**src/sajpd_pkg.sv**
```systemverilog
package sajpd_pkg;

    localparam logic [7:0] CH_ESC    = 8'h5E;
    localparam logic [7:0] CH_CR     = 8'h0D;
    localparam logic [7:0] CH_DATA   = 8'h44;
    localparam logic [7:0] CH_BUTTON = 8'h2E;

    localparam logic [4:0] ESC_MASK  = 5'h1F;
    localparam int         NUM_AXES  = 6;
    localparam int         AXIS_W    = 16;
    localparam int         LAST_AXIS_BYTE = 14;
    localparam int         FIRST_AXIS_BYTE = 3;

    localparam int         QUEUE_DEPTH = 2;

    typedef enum logic [1:0] {
        KIND_OTHER  = 2'd0,
        KIND_MOTION = 2'd1,
        KIND_BUTTON = 2'd2
    } kind_t;

    typedef struct packed {
        kind_t                          kind;
        logic [NUM_AXES-1:0][AXIS_W-1:0] axes;
        logic [7:0]                     btn0;
        logic [7:0]                     btn1;
    } packet_t;

    typedef struct packed {
        logic       full;
        logic       empty;
        logic [1:0] level;
    } queue_status_t;

    function automatic logic [AXIS_W-1:0] neg_sat16(input logic [AXIS_W-1:0] v);
        logic [AXIS_W-1:0] r;
        if (v == {1'b1, {(AXIS_W-1){1'b0}}})
        begin
            r = {1'b0, {(AXIS_W-1){1'b1}}};
        end
        else
        begin
            r = (~v) + AXIS_W'(1);
        end
        return r;
    endfunction

endpackage

```
**src/six_axis_joystick_packet_decoder_unit.sv**
```systemverilog
// Decodes the byte stream of a six-axis joystick into packets. One byte is
// taken per clock cycle; a closed packet is decoded in the cycle its last
// byte arrives and passes through a two-item queue to an output register,
// so a result is registered in the queue and then in the output register.
// Input is held off only while the queue is full, which takes two results
// waiting behind a stalled output.
module six_axis_joystick_packet_decoder_unit import sajpd_pkg::*; #(
    parameter int MAX_PACKET = 256
) (
    input  logic               clk,
    input  logic               rst_n,
    input  logic               in_valid,
    output logic               in_ready,
    input  logic [7:0]         rx_byte,
    output logic               out_valid,
    input  logic               out_ready,
    output logic [1:0]         packet_kind,
    output logic signed [15:0] trans_x,
    output logic signed [15:0] trans_y,
    output logic signed [15:0] trans_z,
    output logic signed [15:0] rot_x,
    output logic signed [15:0] rot_y,
    output logic signed [15:0] rot_z,
    output logic [11:0]        button_mask
);

    logic          push_valid;
    logic          push_ready;
    packet_t       push_data;
    logic          pop_valid;
    logic          pop_ready;
    packet_t       pop_data;
    queue_status_t q_status;

    sajpd_front #(
        .MAX_PACKET(MAX_PACKET)
    ) u_front (
        .clk     (clk),
        .rst_n   (rst_n),
        .in_valid(in_valid),
        .in_ready(in_ready),
        .rx_byte (rx_byte),
        .q_ready (push_ready),
        .q_valid (push_valid),
        .q_data  (push_data)
    );

    sajpd_queue u_queue (
        .clk     (clk),
        .rst_n   (rst_n),
        .wr_valid(push_valid),
        .wr_ready(push_ready),
        .wr_data (push_data),
        .rd_valid(pop_valid),
        .rd_ready(pop_ready),
        .rd_data (pop_data),
        .status  (q_status)
    );

    sajpd_back u_back (
        .clk        (clk),
        .rst_n      (rst_n),
        .q_valid    (pop_valid),
        .q_ready    (pop_ready),
        .q_data     (pop_data),
        .out_valid  (out_valid),
        .out_ready  (out_ready),
        .packet_kind(packet_kind),
        .trans_x    (trans_x),
        .trans_y    (trans_y),
        .trans_z    (trans_z),
        .rot_x      (rot_x),
        .rot_y      (rot_y),
        .rot_z      (rot_z),
        .button_mask(button_mask)
    );

    a_level_bound: assert property (@(posedge clk) disable iff (!rst_n)
        q_status.level <= 2'(QUEUE_DEPTH))
        else $error("queue level exceeds its depth");

    a_queue_drains: assert property (@(posedge clk) disable iff (!rst_n)
        (!q_status.empty && !out_valid) |=> out_valid)
        else $error("queued packet not moved to an empty output register");

    a_no_lost_push: assert property (@(posedge clk) disable iff (!rst_n)
        (in_valid && in_ready && push_valid) |-> !q_status.full)
        else $error("packet closed while the queue is full");

    a_empty_idle: assert property (@(posedge clk) disable iff (!rst_n)
        (q_status.empty && !push_valid && !(out_valid && !out_ready))
        |=> q_status.empty)
        else $error("queue filled without a packet being pushed");

endmodule

```
**src/sajpd_front.sv**
```systemverilog
module sajpd_front import sajpd_pkg::*; #(
    parameter int MAX_PACKET = 256
) (
    input  logic       clk,
    input  logic       rst_n,
    input  logic       in_valid,
    output logic       in_ready,
    input  logic [7:0] rx_byte,
    input  logic       q_ready,
    output logic       q_valid,
    output packet_t    q_data
);

    localparam int CNT_W = $clog2(MAX_PACKET);
    localparam logic [CNT_W-1:0] LAST_COUNT = CNT_W'(MAX_PACKET - 1);

    logic                           esc_reg, esc_next;
    logic [CNT_W-1:0]               cnt_reg, cnt_next;
    logic [7:0]                     type_reg, type_next;
    logic [7:0]                     hold_reg, hold_next;
    logic [NUM_AXES-1:0][AXIS_W-1:0] axes_reg, axes_next;
    logic [7:0]                     btn0_reg, btn0_next;
    logic [7:0]                     btn1_reg, btn1_next;

    logic             store;
    logic             close;
    logic             fire;
    logic [7:0]       b;
    logic [CNT_W-1:0] off;
    logic [2:0]       ax;

    assign in_ready = q_ready;
    assign fire     = in_valid && in_ready;

    always_comb
    begin
        esc_next  = esc_reg;
        cnt_next  = cnt_reg;
        type_next = type_reg;
        hold_next = hold_reg;
        axes_next = axes_reg;
        btn0_next = btn0_reg;
        btn1_next = btn1_reg;
        store     = 1'b0;
        close     = 1'b0;
        b         = rx_byte;
        off       = cnt_reg - CNT_W'(FIRST_AXIS_BYTE);
        ax        = off[3:1];

        if (esc_reg)
        begin
            store    = 1'b1;
            esc_next = 1'b0;
            if (rx_byte != CH_ESC)
            begin
                b = {3'b000, rx_byte[4:0] & ESC_MASK};
            end
        end
        else if (rx_byte == CH_ESC)
        begin
            esc_next = 1'b1;
        end
        else if (rx_byte == CH_CR)
        begin
            close = 1'b1;
        end
        else
        begin
            store = 1'b1;
        end

        if (store)
        begin
            if (cnt_reg == '0)
            begin
                type_next = b;
            end
            else if (cnt_reg == CNT_W'(1))
            begin
                btn0_next = b;
            end
            else if (cnt_reg == CNT_W'(2))
            begin
                btn1_next = b;
            end
            else if (cnt_reg <= CNT_W'(LAST_AXIS_BYTE))
            begin
                if (!off[0])
                begin
                    hold_next     = b;
                    axes_next[ax] = {b, 8'h00};
                end
                else
                begin
                    axes_next[ax] = {hold_reg, b};
                end
            end
            cnt_next = cnt_reg + CNT_W'(1);
        end

        if (cnt_next == LAST_COUNT)
        begin
            close = 1'b1;
        end
    end

    always_comb
    begin
        q_data.axes = axes_next;
        q_data.btn0 = btn0_next;
        q_data.btn1 = btn1_next;
        unique case (type_next)
            CH_DATA:   q_data.kind = KIND_MOTION;
            CH_BUTTON: q_data.kind = KIND_BUTTON;
            default:   q_data.kind = KIND_OTHER;
        endcase
    end

    assign q_valid = fire && close;

    always_ff @(posedge clk or negedge rst_n)
    begin
        if (!rst_n)
        begin
            esc_reg  <= 1'b0;
            cnt_reg  <= '0;
            type_reg <= '0;
            hold_reg <= '0;
            axes_reg <= '0;
            btn0_reg <= '0;
            btn1_reg <= '0;
        end
        else if (fire)
        begin
            if (close)
            begin
                esc_reg  <= 1'b0;
                cnt_reg  <= '0;
                type_reg <= '0;
                hold_reg <= '0;
                axes_reg <= '0;
                btn0_reg <= '0;
                btn1_reg <= '0;
            end
            else
            begin
                esc_reg  <= esc_next;
                cnt_reg  <= cnt_next;
                type_reg <= type_next;
                hold_reg <= hold_next;
                axes_reg <= axes_next;
                btn0_reg <= btn0_next;
                btn1_reg <= btn1_next;
            end
        end
    end

endmodule

```
**src/sajpd_queue.sv**
```systemverilog
module sajpd_queue import sajpd_pkg::*; (
    input  logic          clk,
    input  logic          rst_n,
    input  logic          wr_valid,
    output logic          wr_ready,
    input  packet_t       wr_data,
    output logic          rd_valid,
    input  logic          rd_ready,
    output packet_t       rd_data,
    output queue_status_t status
);

    packet_t    mem [QUEUE_DEPTH];
    logic       wr_ptr_reg, wr_ptr_next;
    logic       rd_ptr_reg, rd_ptr_next;
    logic [1:0] level_reg, level_next;
    logic       push;
    logic       pop;

    assign status.full  = (level_reg == 2'(QUEUE_DEPTH));
    assign status.empty = (level_reg == 2'd0);
    assign status.level = level_reg;

    assign wr_ready = !status.full;
    assign rd_valid = !status.empty;
    assign rd_data  = mem[rd_ptr_reg];

    assign push = wr_valid && wr_ready;
    assign pop  = rd_valid && rd_ready;

    always_comb
    begin
        wr_ptr_next = push ? !wr_ptr_reg : wr_ptr_reg;
        rd_ptr_next = pop ? !rd_ptr_reg : rd_ptr_reg;
        level_next  = level_reg + 2'(push) - 2'(pop);
    end

    always_ff @(posedge clk or negedge rst_n)
    begin
        if (!rst_n)
        begin
            wr_ptr_reg <= 1'b0;
            rd_ptr_reg <= 1'b0;
            level_reg  <= 2'd0;
        end
        else
        begin
            wr_ptr_reg <= wr_ptr_next;
            rd_ptr_reg <= rd_ptr_next;
            level_reg  <= level_next;
        end
    end

    always_ff @(posedge clk)
    begin
        if (push)
        begin
            mem[wr_ptr_reg] <= wr_data;
        end
    end

endmodule

```
**src/sajpd_back.sv**
```systemverilog
module sajpd_back import sajpd_pkg::*; (
    input  logic               clk,
    input  logic               rst_n,
    input  logic               q_valid,
    output logic               q_ready,
    input  packet_t            q_data,
    output logic               out_valid,
    input  logic               out_ready,
    output logic [1:0]         packet_kind,
    output logic signed [15:0] trans_x,
    output logic signed [15:0] trans_y,
    output logic signed [15:0] trans_z,
    output logic signed [15:0] rot_x,
    output logic signed [15:0] rot_y,
    output logic signed [15:0] rot_z,
    output logic [11:0]        button_mask
);

    logic        out_valid_reg;
    logic [1:0]  kind_reg, kind_next;
    logic [NUM_AXES-1:0][AXIS_W-1:0] axes_reg, axes_next;
    logic [11:0] mask_reg, mask_next;
    logic        pop;

    assign q_ready = !out_valid_reg || out_ready;
    assign pop     = q_valid && q_ready;

    always_comb
    begin
        kind_next = q_data.kind;
        axes_next = '0;
        mask_next = '0;
        unique case (q_data.kind)
            KIND_MOTION:
            begin
                axes_next[0] = q_data.axes[0];
                axes_next[1] = q_data.axes[1];
                axes_next[2] = neg_sat16(q_data.axes[2]);
                axes_next[3] = q_data.axes[3];
                axes_next[4] = q_data.axes[4];
                axes_next[5] = neg_sat16(q_data.axes[5]);
            end
            KIND_BUTTON:
            begin
                mask_next = {q_data.btn0[4:0], q_data.btn1[7], q_data.btn1[5:0]};
            end
            default:
            begin
                kind_next = KIND_OTHER;
            end
        endcase
    end

    always_ff @(posedge clk or negedge rst_n)
    begin
        if (!rst_n)
        begin
            out_valid_reg <= 1'b0;
        end
        else if (q_ready)
        begin
            out_valid_reg <= q_valid;
        end
    end

    always_ff @(posedge clk)
    begin
        if (pop)
        begin
            kind_reg <= kind_next;
            axes_reg <= axes_next;
            mask_reg <= mask_next;
        end
    end

    assign out_valid   = out_valid_reg;
    assign packet_kind = kind_reg;
    assign trans_x     = axes_reg[0];
    assign trans_y     = axes_reg[1];
    assign trans_z     = axes_reg[2];
    assign rot_x       = axes_reg[3];
    assign rot_y       = axes_reg[4];
    assign rot_z       = axes_reg[5];
    assign button_mask = mask_reg;

endmodule
```
**config.mk**
```make
export PLATFORM = sky130hd
export DESIGN_NAME = six_axis_joystick_packet_decoder_unit
export DESIGN_NICKNAME = d
export VERILOG_FILES = /design/src/sajpd_pkg.sv /design/src/six_axis_joystick_packet_decoder_unit.sv /design/src/sajpd_front.sv /design/src/sajpd_queue.sv /design/src/sajpd_back.sv
export SDC_FILE = /design/constraint.sdc
export NUM_CORES = 1
export LEC_CHECK = 0
export BUFFER_PORTS_ARGS = -buffer_cell sky130_fd_sc_hd__buf_2
export CAP_MARGIN = 20
export CORE_MARGIN = 2
export CORE_UTILIZATION = 38
export CTS_CLUSTER_DIAMETER = 120
export DETAILED_ROUTE_END_ITERATION = 16
export GPL_ROUTABILITY_DRIVEN = 0
export SYNTH_ARGS = -nofsm -noshare
export SYNTH_HDL_FRONTEND = slang
export SYNTH_SLANG_ARGS = --single-unit
```
**constraint.sdc**
```tcl
create_clock -name clk -period 8.7 [get_ports clk]
set_clock_uncertainty 0.05 [all_clocks]
set_input_delay 0.435 -clock clk [delete_from_list [all_inputs] [get_ports clk]]
set_output_delay 0.435 -clock clk [all_outputs]
set_load 0.005 [all_outputs]
```
==> impl_results.md <==
- Initial antenna violation count: 1
- Total of max-cap violations: 0
- RR Endpoint: u_queue.mem[0][4]$_DFFE_PP_
- Post-layout net count: 1639
- Worst path max stage delay: ~0.94 ns
- Clk buf depth: 3
- Full die area: roughly 54000 sq um
- Vias in the first global route: 12099
- Hold Crit Class: in -> reg
- Root buf cell: clkbuf_16
- Hold path cells: 2
- Sum Neg Setup Slack: 0 ns
- Largest register FFs: 220
- Clock Pin Slew Worst Setup and Hold Paths: 0.06 ns
- CTS buffer count: between 40 and 50
- EDFF count, synth: 330
- Worst path bufs/invs: 3
- Pin count of the biggest net entering global routing: 84
- Detailed-route wire length per cell: 19.47 um
- Post-synth top cells: edfxtp_1, nand2_1, dfrtp_1, mux2i_1, nor2_1
- Final Max Slew Viols: 0
- Fill cells: 4680
- Placed cell area: 20970 sq um
- Die Ht: 232.1 um
- Slew @ Worst Pin: around 1.1 ns
- CP delay by family, top: buffers and inverters
- Placeable Area: 51410 sq um
- Tot GR Track Use: 16.85%
- Syn Nets: 1534
- Worst EP required: just under 9 ns
- First-pass detailed-route iteration total: 7
- Area growth, synth to finish: 14.73%
- Floorplan row count: between 80 and 90
- Hold path start: rx_byte[2]
- Post-synth top area share: 50.13%
- CTS tree: yes
- I/O Pins: ~120
- I/O Buffers: 123
- Width of the die: 232.1 um
- Most used cell, CP: buf_4
- Post-route DRC: 0
- Slew HR: 28.42%
- Register area share after synthesis: 67.59%
- DRT iter0 DRCs: 1057
- Share of cells above drive strength 1: 15.44%
- FF/Latch Area: around 13000 sq um
- Tcrit/Tclk final: 61.49%
- CTS Sinks: 468
- Synth Instances: 1513
- RSZ-0062 raised after global routing: false
- P per Cell Area: 341.2 nW/um^2
- CP Capture Type: flip-flop
- Post-synth ARST share: 29.49%
- Post-CTS Setup Inserts: 0
- Worst r2r path cells: 10
- Syn_area_per_cell: 13.07 sq um
- Leakage power: slightly below 9 nW
- Synth Warn #: 0
- Final antenna-violating net count: 0
- Synth Cell Area: 19770 sq um
- Top cells by area, synth: edfxtp_1, dfrtp_1, mux2i_1
- Starting Density: 38.46%
- Yosys reg bits: 468
- Worst R2R Start: u_front.cnt_reg[0]$_DFFE_PN0P_
- Reg2reg setup slack: around 3.4 ns
- Design area: approximately 23000 sq um
- Peak VDD IR: 0.1517 mV
- Critical path class: reg -> reg
- Synth area leader: edfxtp_1
- WHS Endpoint: u_front.btn1_reg[2]$_DFFE_PN0P_
- Vias: about 12000
- # diodes: 0
- Fmax: around 0.19 GHz
- Tot Pwr: 7.738 mW
- GRT Residual Overflow: 0
- Clock Latency Late Sink: 0.59 ns
- CP arrival: 5.50 ns
- Post-route minimum period: 5.350 ns
- CP Max Fanout: 65
- H-tree Lvls: 2
- Final core utilization: between 40% and 50%
- Main flop type after synthesis: edfxtp_1
- Global-route wire length before repair: 69940 um
- Status: complete, no violations
- CP max-delay cell: dfrtp_1
- DP HPWL: 29250 um
- Most frequent cell after synthesis: edfxtp_1
- Unique cell type count in the Yosys netlist: 81
- Routed wire length: 45520 um
- Fin. Hold Viols: 0
- Final setup vio count: 0
- Multi-input gate area: 5902 sq um
- Quantity of gates resized following cts: 0
- Cell Chain, Critical Path: inv_1 > ha_1 > and4_1 > a31oi_1 > a311oi_1 > and2_1 > nand2_1 > nor2_4 > buf_4 > buf_4
- Startpoint types: flip-flop
- Vias/cell: 5.278
[per-layer routing]
layer,share of wire [%],vias to the layer above,GRT usage [%]
met3,5.3,81,2.947
met2,47,347,26.76
met5,0.029,-,0
li1,-,5806,-
met1,44,6105,23.04
met4,3.5,2,6.571
[final cells by class]
class / instances / area share [%]
tap: 680 / 3.751
timing repair buffer: 146 / 3.613
clock buffer: 69 / 6.146
multi-input combinational: 932 / 26.02
sequential: 468 / 58.93
inverter: 21 / 0.3475
clock inverter: 22 / 1.186
[how the worst max path moves through the flow]
stage                                    from  cells past startpoint  slack, ns                            to
2_1_floorplan  u_front.cnt_reg[0]$_DFFE_PN0P_                     11       1.24   u_queue.mem[0][0]$_DFFE_PP_
3_3_place_gp   u_front.cnt_reg[0]$_DFFE_PN0P_                     10       3.57   u_queue.mem[0][0]$_DFFE_PP_
3_5_place_dp   u_front.cnt_reg[0]$_DFFE_PN0P_                     10       3.47   u_queue.mem[0][3]$_DFFE_PP_
4_1_cts        u_front.cnt_reg[0]$_DFFE_PN0P_                     10       3.44   u_queue.mem[0][3]$_DFFE_PP_
5_1_grt        u_front.cnt_reg[0]$_DFFE_PN0P_                     10       2.88  u_queue.mem[0][75]$_DFFE_PP_
6_report       u_front.cnt_reg[0]$_DFFE_PN0P_                     10       3.35   u_queue.mem[0][4]$_DFFE_PP_
[per-stage QoR]
| stage | std cells | setup slack (ns) | hold slack, ns |
|---|---|---|---|
| 6_report | 2338 | 3.350 | 0.2672 |
| 5_1_grt | 2338 | 2.884 | 0.2615 |
| 4_1_cts | 2337 | 3.438 | 0.2385 |
| 3_5_place_dp | 2244 | 3.465 | 0.3951 |
| 3_3_place_gp | 2244 | 3.570 | 0.3870 |
| 2_1_floorplan | 1513 | 1.237 | 0.08941 |
[placed cells by master (no fill, tap or decap), drive strengths merged, types with 8 or more instances in the layout]
master / count
o2bb2ai: 14
dfrtp: 138
nor2b: 21
nand2: 207
a22o: 47
buf: 144
nand3: 17
o21ai: 110
and2: 12
xnor2: 16
xor2: 13
nor2: 113
clkinv: 13
a21o: 8
inv: 22
mux2i: 115
o32ai: 8
ha: 9
o22ai: 61
a21oi: 33
nor3: 20
clkbuf: 69
mux2: 13
edfxtp: 330
[logic make-up (layout without fill, tap and decap cells)]
family | count (synthesis) | in the layout | share of synthesized area [%]
buffers and inverters | 113 | 258 | 2.690
XOR/XNOR | 29 | 29 | 1.285
AO/OA/AOI/OAI | 318 | 318 | 10.60
adder cells (fa/ha/maj) | 9 | 9 | 0.5696
flip-flops | 468 | 468 | 67.59
multiplexers | 128 | 128 | 6.563
AND/OR/NAND/NOR | 448 | 448 | 10.70
[what timing repair did]
item                                   CTS  global route
hold buffers                             2             0
endpoints found under the hold margin   56             0
setup endpoints to repair                0             0
[power by group]
part | internal, mW | switching, mW | total (mW) | leakage [nW]
sequential | 3.11 | 0.280 | 3.39 | 4.92
combinational | 0.801 | 1.41 | 2.21 | 3.10
clock | 1.29 | 0.842 | 2.14 | 0.805
total | 5.20 | 2.53 | 7.74 | 8.83
(Power assumes the default switching activity.)
